## src/rtl/radio_end_device_link_fsm_unit_defines.svh

```systemverilog
// ----------------------------------------------------------------------------
// Link sequencer assertion macros
// Shared concurrent assertion forms used by the link sequencer RTL.
// ----------------------------------------------------------------------------
`ifndef RADIO_END_DEVICE_LINK_FSM_UNIT_DEFINES_SVH
`define RADIO_END_DEVICE_LINK_FSM_UNIT_DEFINES_SVH

// Same-cycle implication, checked on the rising clock edge outside reset.
`define REDLF_ASSERT_NOW(label, clk, rst_n, ante, cons) \
	label: assert property (@(posedge clk) disable iff (!rst_n) (ante) |-> (cons)) \
		else $error("link sequencer assertion failed");

// Next-cycle implication, checked on the rising clock edge outside reset.
`define REDLF_ASSERT_NEXT(label, clk, rst_n, ante, cons) \
	label: assert property (@(posedge clk) disable iff (!rst_n) (ante) |=> (cons)) \
		else $error("link sequencer assertion failed");

`endif

```

## src/rtl/redlf_pkg.sv

```systemverilog
// ----------------------------------------------------------------------------
// Link sequencer package
// Types, codes and reset values shared by the link sequencer RTL.
// ----------------------------------------------------------------------------
`timescale 1ns / 1ps

package redlf_pkg;

	localparam int unsigned TimeW = 32;
	localparam int unsigned SpanW = 16;
	localparam int unsigned RetryW = 3;
	localparam int unsigned ByteW = 8;

	localparam logic [SpanW-1:0] AssocTimeoutRst = 16'd10000;
	localparam logic [SpanW-1:0] ReplyTimeoutRst = 16'd5000;
	localparam logic [SpanW-1:0] ExpiryWindowRst = 16'd1000;
	localparam logic [RetryW-1:0] MaxRetriesRst = 3'd3;
	localparam logic [RetryW-1:0] RetrySat = 3'd7;

	// Acknowledge byte of a join reply ('K').
	localparam logic [ByteW-1:0] AckByte = 8'h4B;

	typedef enum logic [1:0] {
		CFG_ASSOC_TIMEOUT = 2'd0,
		CFG_REPLY_TIMEOUT = 2'd1,
		CFG_EXPIRY_WINDOW = 2'd2,
		CFG_MAX_RETRIES   = 2'd3
	} cfg_index_t;

	typedef enum logic [1:0] {
		CMD_TICK   = 2'd0,
		CMD_JOIN   = 2'd1,
		CMD_UPDATE = 2'd2,
		CMD_WAKE   = 2'd3
	} cmd_t;

	localparam logic [2:0] KIND_MODEM  = 3'd0;
	localparam logic [2:0] KIND_TXSTAT = 3'd1;
	localparam logic [2:0] KIND_RXDATA = 3'd2;
	localparam logic [2:0] KIND_ATRESP = 3'd3;

	typedef enum logic [3:0] {
		TC_OK            = 4'd0,
		TC_ASSOC_FAIL    = 4'd1,
		TC_JOIN_UNDELIV  = 4'd2,
		TC_JOIN_TIMEOUT  = 4'd3,
		TC_JOIN_OK       = 4'd4,
		TC_JOIN_BAD      = 4'd5,
		TC_SLEEPING      = 4'd6,
		TC_ERROR         = 4'd7,
		TC_UPD_UNDELIV   = 4'd8,
		TC_UPD_TIMEOUT   = 4'd9,
		TC_NEW_MESSAGE   = 4'd10
	} tick_code_t;

	typedef enum logic [1:0] {
		SEND_NONE  = 2'd0,
		SEND_JOIN  = 2'd1,
		SEND_REQ   = 2'd2,
		SEND_RESET = 2'd3
	} send_kind_t;

	typedef enum logic [3:0] {
		M_START       = 4'd0,
		M_FORMING     = 4'd1,
		M_JOIN_SEND   = 4'd2,
		M_JOIN_WAIT   = 4'd3,
		M_JOIN_REPLY  = 4'd4,
		M_IDLE        = 4'd5,
		M_SLEEP_TELL  = 4'd6,
		M_SLEEP_WAIT  = 4'd7,
		M_SLEEPING    = 4'd8,
		M_ERROR       = 4'd9,
		M_REQ_SEND    = 4'd10,
		M_REQ_STATUS  = 4'd11,
		M_REQ_WAIT    = 4'd12,
		M_RESET_START = 4'd13,
		M_RESET_WAIT  = 4'd14
	} mode_t;

	typedef struct packed {
		logic              radio_awake;
		logic [ByteW-1:0]  rx_last_byte;
		logic [ByteW-1:0]  rx_first_byte;
		logic [ByteW-1:0]  rx_length;
		logic              at_is_reset;
		logic              tx_ok;
		logic              is_associated;
		logic [2:0]        frame_kind;
		logic              frame_valid;
		logic [TimeW-1:0]  now_ms;
	} in_item_t;

	typedef struct packed {
		logic       sleep_request;
		send_kind_t send_kind;
		tick_code_t tick_code;
	} out_item_t;

endpackage

```

## src/rtl/radio_end_device_link_fsm_unit.sv

```systemverilog
// ----------------------------------------------------------------------------
// Radio end device link sequencer
// Steps a radio end device through reset, association, join, idle, sleep and
// update handshakes, one input item per clock.
// ----------------------------------------------------------------------------
// The block takes one item per clock cycle and returns exactly one result item
// for each. An accepted item is captured in an input register. While it is held
// there, the sequencer logic decides the transition and writes the result
// register once that register can load. That logic is one 33-bit add and two
// 32-bit compares for the deadline test, two 32-bit adds that form the new
// deadlines, and the state selection. The throughput is one item per cycle as
// long as the result side keeps taking items. The result register is
// refilled in the same cycle it is drained, so a result side that takes an item
// every cycle never stalls the input. While a result waits, the input register
// can still take one more item; after that s_tready stays low until the result
// leaves. Tick items advance the sequencer. Join, update and wake requests only
// set pending flags (or, for a join outside sleep, force a network reset) and
// return code zero. The configuration port is always ready and must only be
// written while the block holds no item in flight.
`timescale 1ns / 1ps

`include "radio_end_device_link_fsm_unit_defines.svh"

module radio_end_device_link_fsm_unit
	import redlf_pkg::*;
(
	input  logic        clk,
	input  logic        arst_n,
	// Input item stream.
	input  logic        s_tvalid,
	output logic        s_tready,
	// tdata, low bit up: now_ms[31:0], frame_valid[32], frame_kind[35:33],
	// is_associated[36], tx_ok[37], at_is_reset[38], rx_length[46:39],
	// rx_first_byte[54:47], rx_last_byte[62:55], radio_awake[63].
	input  logic [63:0] s_tdata,
	// tuser, low bit up: cmd[1:0].
	input  logic [1:0]  s_tuser,
	// Result item stream.
	output logic        m_tvalid,
	input  logic        m_tready,
	// tdata, low bit up: tick_code[3:0], send_kind[5:4], sleep_request[6], zero[7].
	output logic [7:0]  m_tdata,
	// Configuration write channel.
	input  logic        cfg_valid,
	output logic        cfg_ready,
	input  logic [1:0]  cfg_index,
	input  logic [15:0] cfg_data
);

	// Configuration registers.
	logic [SpanW-1:0]  assoc_timeout_q;
	logic [SpanW-1:0]  reply_timeout_q;
	logic [SpanW-1:0]  expiry_window_q;
	logic [RetryW-1:0] max_retries_q;

	// Sequencer state.
	mode_t             mode_q, mode_d;
	logic [TimeW-1:0]  deadline_q, deadline_d;
	logic              armed_q, armed_d;
	logic              update_pend_q, update_pend_d;
	logic              wake_pend_q, wake_pend_d;
	logic              reset_pend_q, reset_pend_d;
	logic [RetryW-1:0] retry_q, retry_d;
	logic              sleep_pin_q, sleep_pin_d;

	// Input and result stages.
	logic      valid_s1;
	in_item_t  item_s1;
	cmd_t      cmd_s1;
	logic      valid_s2;
	out_item_t res_s2;

	tick_code_t code_d;
	send_kind_t send_d;

	logic advance;
	logic s_fire;

	// The result stage can load whenever it is empty or being drained.
	assign advance  = !valid_s2 || m_tready;
	assign s_tready = !valid_s1 || advance;
	assign s_fire   = s_tvalid && s_tready;

	assign cfg_ready = 1'b1;
	assign m_tvalid  = valid_s2;
	assign m_tdata   = {1'b0, res_s2};

	always_ff @(posedge clk or negedge arst_n) begin
		if (!arst_n) begin
			assoc_timeout_q <= AssocTimeoutRst;
			reply_timeout_q <= ReplyTimeoutRst;
			expiry_window_q <= ExpiryWindowRst;
			max_retries_q   <= MaxRetriesRst;
		end else if (cfg_valid) begin
			case (cfg_index_t'(cfg_index))
				CFG_ASSOC_TIMEOUT: assoc_timeout_q <= cfg_data;
				CFG_REPLY_TIMEOUT: reply_timeout_q <= cfg_data;
				CFG_EXPIRY_WINDOW: expiry_window_q <= cfg_data;
				CFG_MAX_RETRIES:   max_retries_q   <= cfg_data[RetryW-1:0];
				default: ;
			endcase
		end
	end

	// Input register.
	always_ff @(posedge clk or negedge arst_n) begin
		if (!arst_n) begin
			valid_s1 <= 1'b0;
		end else if (s_tready) begin
			valid_s1 <= s_tvalid;
		end
	end

	always_ff @(posedge clk) begin
		if (s_fire) begin
			item_s1 <= in_item_t'(s_tdata);
			cmd_s1  <= cmd_t'(s_tuser);
		end
	end

	// Deadline test. The window end may wrap past the top of the time range,
	// in which case the window is the union of the two pieces on either side.
	logic [TimeW:0]   end_sum;
	logic [TimeW-1:0] end_ms;
	logic             after_dl;
	logic             before_end;
	logic             expired;

	always_comb begin
		end_sum    = {1'b0, deadline_q} + {{(TimeW+1-SpanW){1'b0}}, expiry_window_q};
		end_ms     = end_sum[TimeW-1:0];
		after_dl   = item_s1.now_ms > deadline_q;
		before_end = item_s1.now_ms < end_ms;
		if (!armed_q) begin
			expired = 1'b0;
		end else if (end_sum[TimeW]) begin
			expired = after_dl || before_end;
		end else begin
			expired = after_dl && before_end;
		end
	end

	// Next-state and result logic for the item in the input register.
	logic              fv;
	logic [2:0]        kind;
	logic [TimeW-1:0]  arm_assoc;
	logic [TimeW-1:0]  arm_reply;
	logic [RetryW-1:0] retry_inc;

	always_comb begin
		fv        = item_s1.frame_valid;
		kind      = item_s1.frame_kind;
		arm_assoc = item_s1.now_ms + {{(TimeW-SpanW){1'b0}}, assoc_timeout_q};
		arm_reply = item_s1.now_ms + {{(TimeW-SpanW){1'b0}}, reply_timeout_q};
		retry_inc = (retry_q < RetrySat) ? retry_q + 1'b1 : retry_q;

		mode_d        = mode_q;
		deadline_d    = deadline_q;
		armed_d       = armed_q;
		update_pend_d = update_pend_q;
		wake_pend_d   = wake_pend_q;
		reset_pend_d  = reset_pend_q;
		retry_d       = retry_q;
		sleep_pin_d   = sleep_pin_q;
		code_d        = TC_OK;
		send_d        = SEND_NONE;

		case (cmd_s1)
			CMD_JOIN: begin
				if (mode_q == M_SLEEP_WAIT || mode_q == M_SLEEPING) begin
					reset_pend_d = 1'b1;
				end else begin
					mode_d = M_RESET_START;
				end
			end
			CMD_UPDATE: update_pend_d = 1'b1;
			CMD_WAKE:   wake_pend_d = 1'b1;
			default: begin
				case (mode_q)
					M_START: begin
						deadline_d = arm_assoc;
						armed_d    = 1'b1;
						mode_d     = M_FORMING;
					end
					M_FORMING: begin
						if (expired) begin
							code_d = TC_ASSOC_FAIL;
						end else if (fv && kind == KIND_MODEM && item_s1.is_associated) begin
							armed_d = 1'b0;
							mode_d  = M_JOIN_SEND;
						end
					end
					M_JOIN_SEND: begin
						send_d = SEND_JOIN;
						mode_d = M_JOIN_WAIT;
					end
					M_JOIN_WAIT: begin
						if (fv && kind == KIND_TXSTAT) begin
							if (item_s1.tx_ok) begin
								deadline_d = arm_reply;
								armed_d    = 1'b1;
								mode_d     = M_JOIN_REPLY;
							end else begin
								code_d = TC_JOIN_UNDELIV;
							end
						end
					end
					M_JOIN_REPLY: begin
						if (expired) begin
							armed_d = 1'b0;
							mode_d  = M_ERROR;
							code_d  = TC_JOIN_TIMEOUT;
						end else if (fv && kind == KIND_RXDATA) begin
							if (item_s1.rx_length == 8'd1 && item_s1.rx_first_byte == AckByte) begin
								armed_d = 1'b0;
								mode_d  = M_IDLE;
								code_d  = TC_JOIN_OK;
							end else begin
								code_d = TC_JOIN_BAD;
							end
						end
					end
					M_IDLE: begin
						if (update_pend_q) begin
							update_pend_d = 1'b0;
							mode_d        = M_REQ_SEND;
						end else begin
							mode_d = M_SLEEP_TELL;
						end
					end
					M_SLEEP_TELL: begin
						sleep_pin_d = 1'b1;
						wake_pend_d = 1'b0;
						mode_d      = M_SLEEP_WAIT;
					end
					M_SLEEP_WAIT: begin
						if (!fv && !item_s1.radio_awake) begin
							mode_d = M_SLEEPING;
							code_d = TC_SLEEPING;
						end
					end
					M_SLEEPING: begin
						if (!(reset_pend_q || wake_pend_q)) begin
							code_d = TC_SLEEPING;
						end else begin
							sleep_pin_d = 1'b0;
							mode_d      = reset_pend_q ? M_RESET_START : M_IDLE;
						end
					end
					M_REQ_SEND: begin
						send_d = SEND_REQ;
						mode_d = M_REQ_STATUS;
					end
					M_REQ_STATUS: begin
						if (fv && kind == KIND_TXSTAT) begin
							if (item_s1.tx_ok) begin
								deadline_d = arm_reply;
								armed_d    = 1'b1;
								mode_d     = M_REQ_WAIT;
							end else begin
								code_d = TC_UPD_UNDELIV;
							end
						end
					end
					M_REQ_WAIT: begin
						if (expired) begin
							armed_d = 1'b0;
							retry_d = retry_inc;
							if (retry_inc > max_retries_q) begin
								mode_d = M_ERROR;
								code_d = TC_UPD_TIMEOUT;
							end else begin
								mode_d = M_REQ_SEND;
							end
						end else if (fv && kind == KIND_RXDATA) begin
							if (item_s1.rx_length != '0 && item_s1.rx_last_byte == '0) begin
								armed_d = 1'b0;
								mode_d  = M_IDLE;
								code_d  = TC_NEW_MESSAGE;
							end else begin
								deadline_d = arm_reply;
								armed_d    = 1'b1;
							end
						end
					end
					M_RESET_START: begin
						reset_pend_d = 1'b0;
						armed_d      = 1'b0;
						send_d       = SEND_RESET;
						mode_d       = M_RESET_WAIT;
					end
					M_RESET_WAIT: begin
						if (fv && kind == KIND_ATRESP && item_s1.at_is_reset) begin
							mode_d = M_START;
						end
					end
					// The error state and the unused encoding both report an error.
					default: code_d = TC_ERROR;
				endcase
			end
		endcase
	end

	// State and result registers move together when the item leaves stage one.
	always_ff @(posedge clk or negedge arst_n) begin
		if (!arst_n) begin
			mode_q        <= M_START;
			deadline_q    <= '0;
			armed_q       <= 1'b0;
			update_pend_q <= 1'b0;
			wake_pend_q   <= 1'b0;
			reset_pend_q  <= 1'b0;
			retry_q       <= '0;
			sleep_pin_q   <= 1'b0;
			valid_s2      <= 1'b0;
		end else if (advance) begin
			valid_s2 <= valid_s1;
			if (valid_s1) begin
				mode_q        <= mode_d;
				deadline_q    <= deadline_d;
				armed_q       <= armed_d;
				update_pend_q <= update_pend_d;
				wake_pend_q   <= wake_pend_d;
				reset_pend_q  <= reset_pend_d;
				retry_q       <= retry_d;
				sleep_pin_q   <= sleep_pin_d;
			end
		end
	end

	always_ff @(posedge clk) begin
		if (advance && valid_s1) begin
			res_s2 <= '{sleep_request: sleep_pin_d, send_kind: send_d, tick_code: code_d};
		end
	end

	// The sleep request pin is only raised across the sleep handshake.
	`REDLF_ASSERT_NOW(a_sleep_pin_mode, clk, arst_n, sleep_pin_q,
		mode_q == M_SLEEP_WAIT || mode_q == M_SLEEPING)
	// A deadline is armed only in states that watch it, or just before a reset clears it.
	`REDLF_ASSERT_NOW(a_armed_mode, clk, arst_n, armed_q,
		mode_q == M_FORMING || mode_q == M_JOIN_REPLY || mode_q == M_REQ_WAIT ||
		mode_q == M_RESET_START)
	// A result that requests a frame never carries a status code.
	`REDLF_ASSERT_NOW(a_send_code, clk, arst_n, valid_s2 && res_s2.send_kind != SEND_NONE,
		res_s2.tick_code == TC_OK)
	// The retry count only ever grows.
	`REDLF_ASSERT_NEXT(a_retry_mono, clk, arst_n, 1'b1, retry_q >= $past(retry_q))

endmodule

```

## config.mk

```make
export PLATFORM = sky130hd
export DESIGN_NAME = radio_end_device_link_fsm_unit
export DESIGN_NICKNAME = d
export VERILOG_FILES = /design/src/rtl/redlf_pkg.sv /design/src/rtl/radio_end_device_link_fsm_unit.sv
export VERILOG_INCLUDE_DIRS = /design/src /design/src/rtl
export SDC_FILE = /design/constraint.sdc
export NUM_CORES = 1
export LEC_CHECK = 0
export BUFFER_PORTS_ARGS = -buffer_cell sky130_fd_sc_hd__buf_4
export CAP_MARGIN = 40
export CORE_MARGIN = 2
export CORE_UTILIZATION = 55
export DETAILED_ROUTE_END_ITERATION = 16
export GPL_ROUTABILITY_DRIVEN = 0
export PLACE_DENSITY = 0.78
export SLEW_MARGIN = 20
export SYNTH_ARGS = -nofsm -noshare
export SYNTH_HDL_FRONTEND = slang
export SYNTH_SLANG_ARGS = --single-unit
```

## constraint.sdc

```tcl
create_clock -name clk -period 12.4 [get_ports clk]
set_clock_uncertainty 0.2 [all_clocks]
set_input_delay 1.24 -clock clk [delete_from_list [all_inputs] [get_ports clk]]
set_output_delay 1.24 -clock clk [all_outputs]
set_load 0.01 [all_outputs]
```

==> out/metrics.yaml <==
antennaDiodeCount: 0
cts.sinks: 170
synth.avg_cell_area_sq_um: 11.0
drv_slew: 0
global_route.usage.total_pct: 23.8
post-synth-top-count-cell: "sky130_fd_sc_hd__ha_1"
grt_antenna_before_repair: 0
fin_ws_ns: 6.20
grt_start_max_net_pins: 52
fillCellCount: 1466
ys_top_cells_by_count: "103 x sky130_fd_sc_hd__ha_1, 79 x sky130_fd_sc_hd__dfrtp_1, 73 x sky130_fd_sc_hd__edfxtp_1, 71 x sky130_fd_sc_hd__mux2_2, 59 x sky130_fd_sc_hd__nand2_1"
netlist-cell-type-count: 68
num_cts_buffers: 17
ordered_cell_list_for_the_critical_path: "ha_1 -> a21o_1 -> a21o_1 -> a21oi_1 -> o21ai_0 -> and2_1 -> o21ai_0 -> a21oi_1 -> a21o_1 -> a21oi_1 -> xor2_1 -> ha_1 -> nand4_1 -> or4_1 -> o22ai_1 -> nor4_1 -> o311a_1 -> maj3_2 -> and2_4 -> nor2_1 -> o311a_2 -> buf_12 -> mux2_2"
ys.flop_type: "sky130_fd_sc_hd__dfrtp_1"
layout.nets: 1233
worst-path-buf-inv: 1
synth_top_cell_area_share_pct: 21.2
crit_path_max_fanout: 22
power.static_leakage_nw: 5.21
share_seq_of_total_power_pct: 31.0
critPathSlowestCell: "sky130_fd_sc_hd__or4_1"
wirelength_um: 22900
core.rowCount: 50
area_of_the_mapped_netlist_sq_mm: 0.0103
fin_hold_ws_ns: 0.296
worst_ep_arrival_time_ns: 6.32
width_of_the_die_um: 141
switchingPower_mw: 1.07
worst_skew_pair.late_latency_ns: 0.44
cts-hold-fix-buffers: 0
netSwitchingFraction_pct: 40.5
internal_power_mw: 1.56
timing_hold_violations_final: 0
timing.hold.worst.class: "register to register"
criticalPathCategory: "register to register"
netlist_top_cells_area: "sky130_fd_sc_hd__edfxtp_1 21%, sky130_fd_sc_hd__dfrtp_1 19%, sky130_fd_sc_hd__ha_1 12%"
grt_overflow: 0
worst_setup_path_end_kind: "register"
ir_worst_vdd_uv: 112
postSynthRegisterBits: 170
critical_path_cell_count: 23
postSynthNetCount: 1131
hpwl_um: 17000
area_delta_synth_final_pct: 15.3
setup_total_negative_slack_ns: 0
share_comb_of_total_power_pct: 49.2
dr_total_vias: 7560
detailedRoute.firstIterationViolations: 484
power.clock.fraction_pct: 19.8
crit_path_start_kind: "register"
critical_path.max_stage_delay_ns: 0.56
die_area_sq_mm: 0.0199
drive_above_1_share_pct: 22.8
timing.critical_path.max_delay_family: "compound AO/OA/AOI/OAI gates"
max-cap-violations: 0
layout_worst_path_cycle_share_pct: 50.0
rrSetupSlack_ns: 6.20
post-route-drc-count: 0
core_sq_mm: 0.0186
fmax_mhz: 161
clockRootBuffer: "sky130_fd_sc_hd__clkbuf_16"
initial_utilization_pct: 55.6
via_count_of_the_first_global_routing_pass: 7588
synth.yosys.warnings: 0
viasPerCell: 5.88
numPortBuffers: 97
cts_max_path_buffers: 2
max_slew_headroom_at_the_worst_pin_pct: 47.6
ys_async_rst_share_pct: 57.1
grt_setup_unrepaired: "no"
cts.repair.resized: 0
chipHeight_um: 141
ff2ff_path_depth: 23
drtAntennaViolNets: 0
post_synth_inst_count: 937
crit-reg2reg-capture: "deadline_q[1]"
pwr_density_cell_mw_per_mm2: 221
post_cts_repair_setup_buffers: 0
finish.utilization_pct: 64.1
worst-slew-pin-transition_ns: 0.777
h-tree-depth: 4
drt-wirelength-per-cell_um: 17.8
run_status: "complete, no violations"
netlist.top_cell.by_area: "sky130_fd_sc_hd__edfxtp_1"
finalSetupViolCount: 0
clock_input_transition_at_the_sequential_cells_of_the_worst_setup_and_hold_paths_ns: 0.07
tritonroute_pass_1_iters: 5
cp_data_required_time_ns: 12.51
critPathCapture: "deadline_q[1]"
timing.rr.start: "expiry_window_q[1]"
synth.yosys.seq_area_share_pct: 45.0
cp-startpoint: "expiry_window_q[1]"
top_level_ports: 100
grt_first_pass_wirelength_um: 37500
count_of_flip_flops_with_a_built_in_enable_after_synthesis: 73
dp_slack_ns: 6.36
period_minus_slack_ns: 6.20
cts_tree: "yes"
[layout make-up]
| class | count | area [sq um] | area share [%] |
|---|---|---|---|
| Multi-Input combinational cell | 686 | 5360 | 45.0 |
| Sequential cell | 170 | 4640 | 39.0 |
| Timing Repair Buffer | 105 | 821 | 6.90 |
| Clock buffer | 17 | 425 | 3.57 |
| Tap cell | 234 | 293 | 2.46 |
| Inverter | 59 | 221 | 1.86 |
| Clock inverter | 15 | 143 | 1.20 |
[worst reg2reg max path, cell delays in order, from the launching register on]
cell                      delay [ns]
sky130_fd_sc_hd__dfrtp_1        0.41
sky130_fd_sc_hd__ha_1           0.29
sky130_fd_sc_hd__a21o_1         0.18
sky130_fd_sc_hd__a21o_1         0.19
sky130_fd_sc_hd__a21oi_1        0.25
sky130_fd_sc_hd__o21ai_0        0.12
sky130_fd_sc_hd__and2_1         0.17
sky130_fd_sc_hd__o21ai_0        0.24
sky130_fd_sc_hd__a21oi_1        0.15
sky130_fd_sc_hd__a21o_1         0.20
sky130_fd_sc_hd__a21oi_1        0.18
sky130_fd_sc_hd__xor2_1         0.10
sky130_fd_sc_hd__ha_1           0.30
sky130_fd_sc_hd__nand4_1        0.15
sky130_fd_sc_hd__or4_1          0.57
sky130_fd_sc_hd__o22ai_1        0.17
sky130_fd_sc_hd__nor4_1         0.08
sky130_fd_sc_hd__o311a_1        0.35
sky130_fd_sc_hd__maj3_2         0.34
sky130_fd_sc_hd__and2_4         0.21
sky130_fd_sc_hd__nor2_1         0.15
sky130_fd_sc_hd__o311a_2        0.47
sky130_fd_sc_hd__buf_12         0.25
sky130_fd_sc_hd__mux2_2         0.38
[cells by family (layout without fill, tap and decap cells)]
group,count (synthesis),in the layout,share of synthesized area [%]
xor+xnor,57,57,4.84
fa+ha+maj,106,106,13.0
flops,170,170,45.0
other cells,2,2,0.0728
mux,101,101,10.7
simple gates,237,237,11.7
buf+inv,81,196,3.24
compound gates,183,183,11.6
[power by group through the flow]
stage | clock (mW) | sequential (mW) | combinational [mW]
final | 0.519 | 0.816 | 1.29
after detailed placement | 0 | 0.820 | 1.27
after CTS | 0.529 | 0.812 | 1.28
after global placement | 0 | 0.816 | 1.22
after floorplan | 0 | 0.781 | 1.01
after global routing | 0.554 | 0.828 | 1.45
[state kept, by name, summed over array words and instances (netlist names), 2 cells and up]
| name | cells |
|---|---|
| assoc_timeout_q | 16 |
| cmd_s1 | 2 |
| deadline_q | 32 |
| expiry_window_q | 16 |
| item_s1 | 60 |
| kind | 3 |
| m_tdata | 7 |
| max_retries_q | 3 |
| mode_q | 4 |
| reply_timeout_q | 16 |
| retry_q | 3 |
[cell usage in the layout, fill, tap and decap left out, drive strengths merged, types with 6 or more instances in the layout]
master	count
a31oi	12
nor3	12
mux2i	27
nand2	59
o21a	8
o211ai	7
and2	7
clkinv	6
xor2	27
a21o	29
mux2	74
dfstp	18
nor2b	6
edfxtp	73
or3	6
clkbuf	17
nand3	19
and3	14
dfrtp	79
buf	105
o21ai	36
a21oi	49
nor4	13
inv	68
xnor2	30
nand2b	11
ha	103
nor2	52
nand4	20
[metal layers]
metal  GRT usage, %  vias to the layer above  routed length (um)
met3           4.08                       38                1040
met1           32.1                     3643               10400
met5              0                        -                   0
met4           8.11                        0                 476
li1               -                     3653                   -
met2           39.2                      226               11000
[worst min-delay path by stage]
stage,startpoint,to,slack [ns],depth (start not counted)
floorplan,sleep_pin_q,sleep_pin_q,0.25,2
global placement,sleep_pin_q,sleep_pin_q,0.28,2
detailed placement,sleep_pin_q,sleep_pin_q,0.27,2
CTS,sleep_pin_q,sleep_pin_q,0.30,2
global route,sleep_pin_q,sleep_pin_q,0.32,2
finish,sleep_pin_q,sleep_pin_q,0.30,2
[through the flow]
stage	area (sq um)	total power, mW	cells
after floorplan	10300	1.79	937
after detailed placement	11300	2.09	1254
after global placement	11300	2.04	1249
after global routing	11900	2.83	1286
final	11900	2.63	1286
after CTS	11900	2.63	1286
No activity file was read; power rests on OpenSTA's default activity.
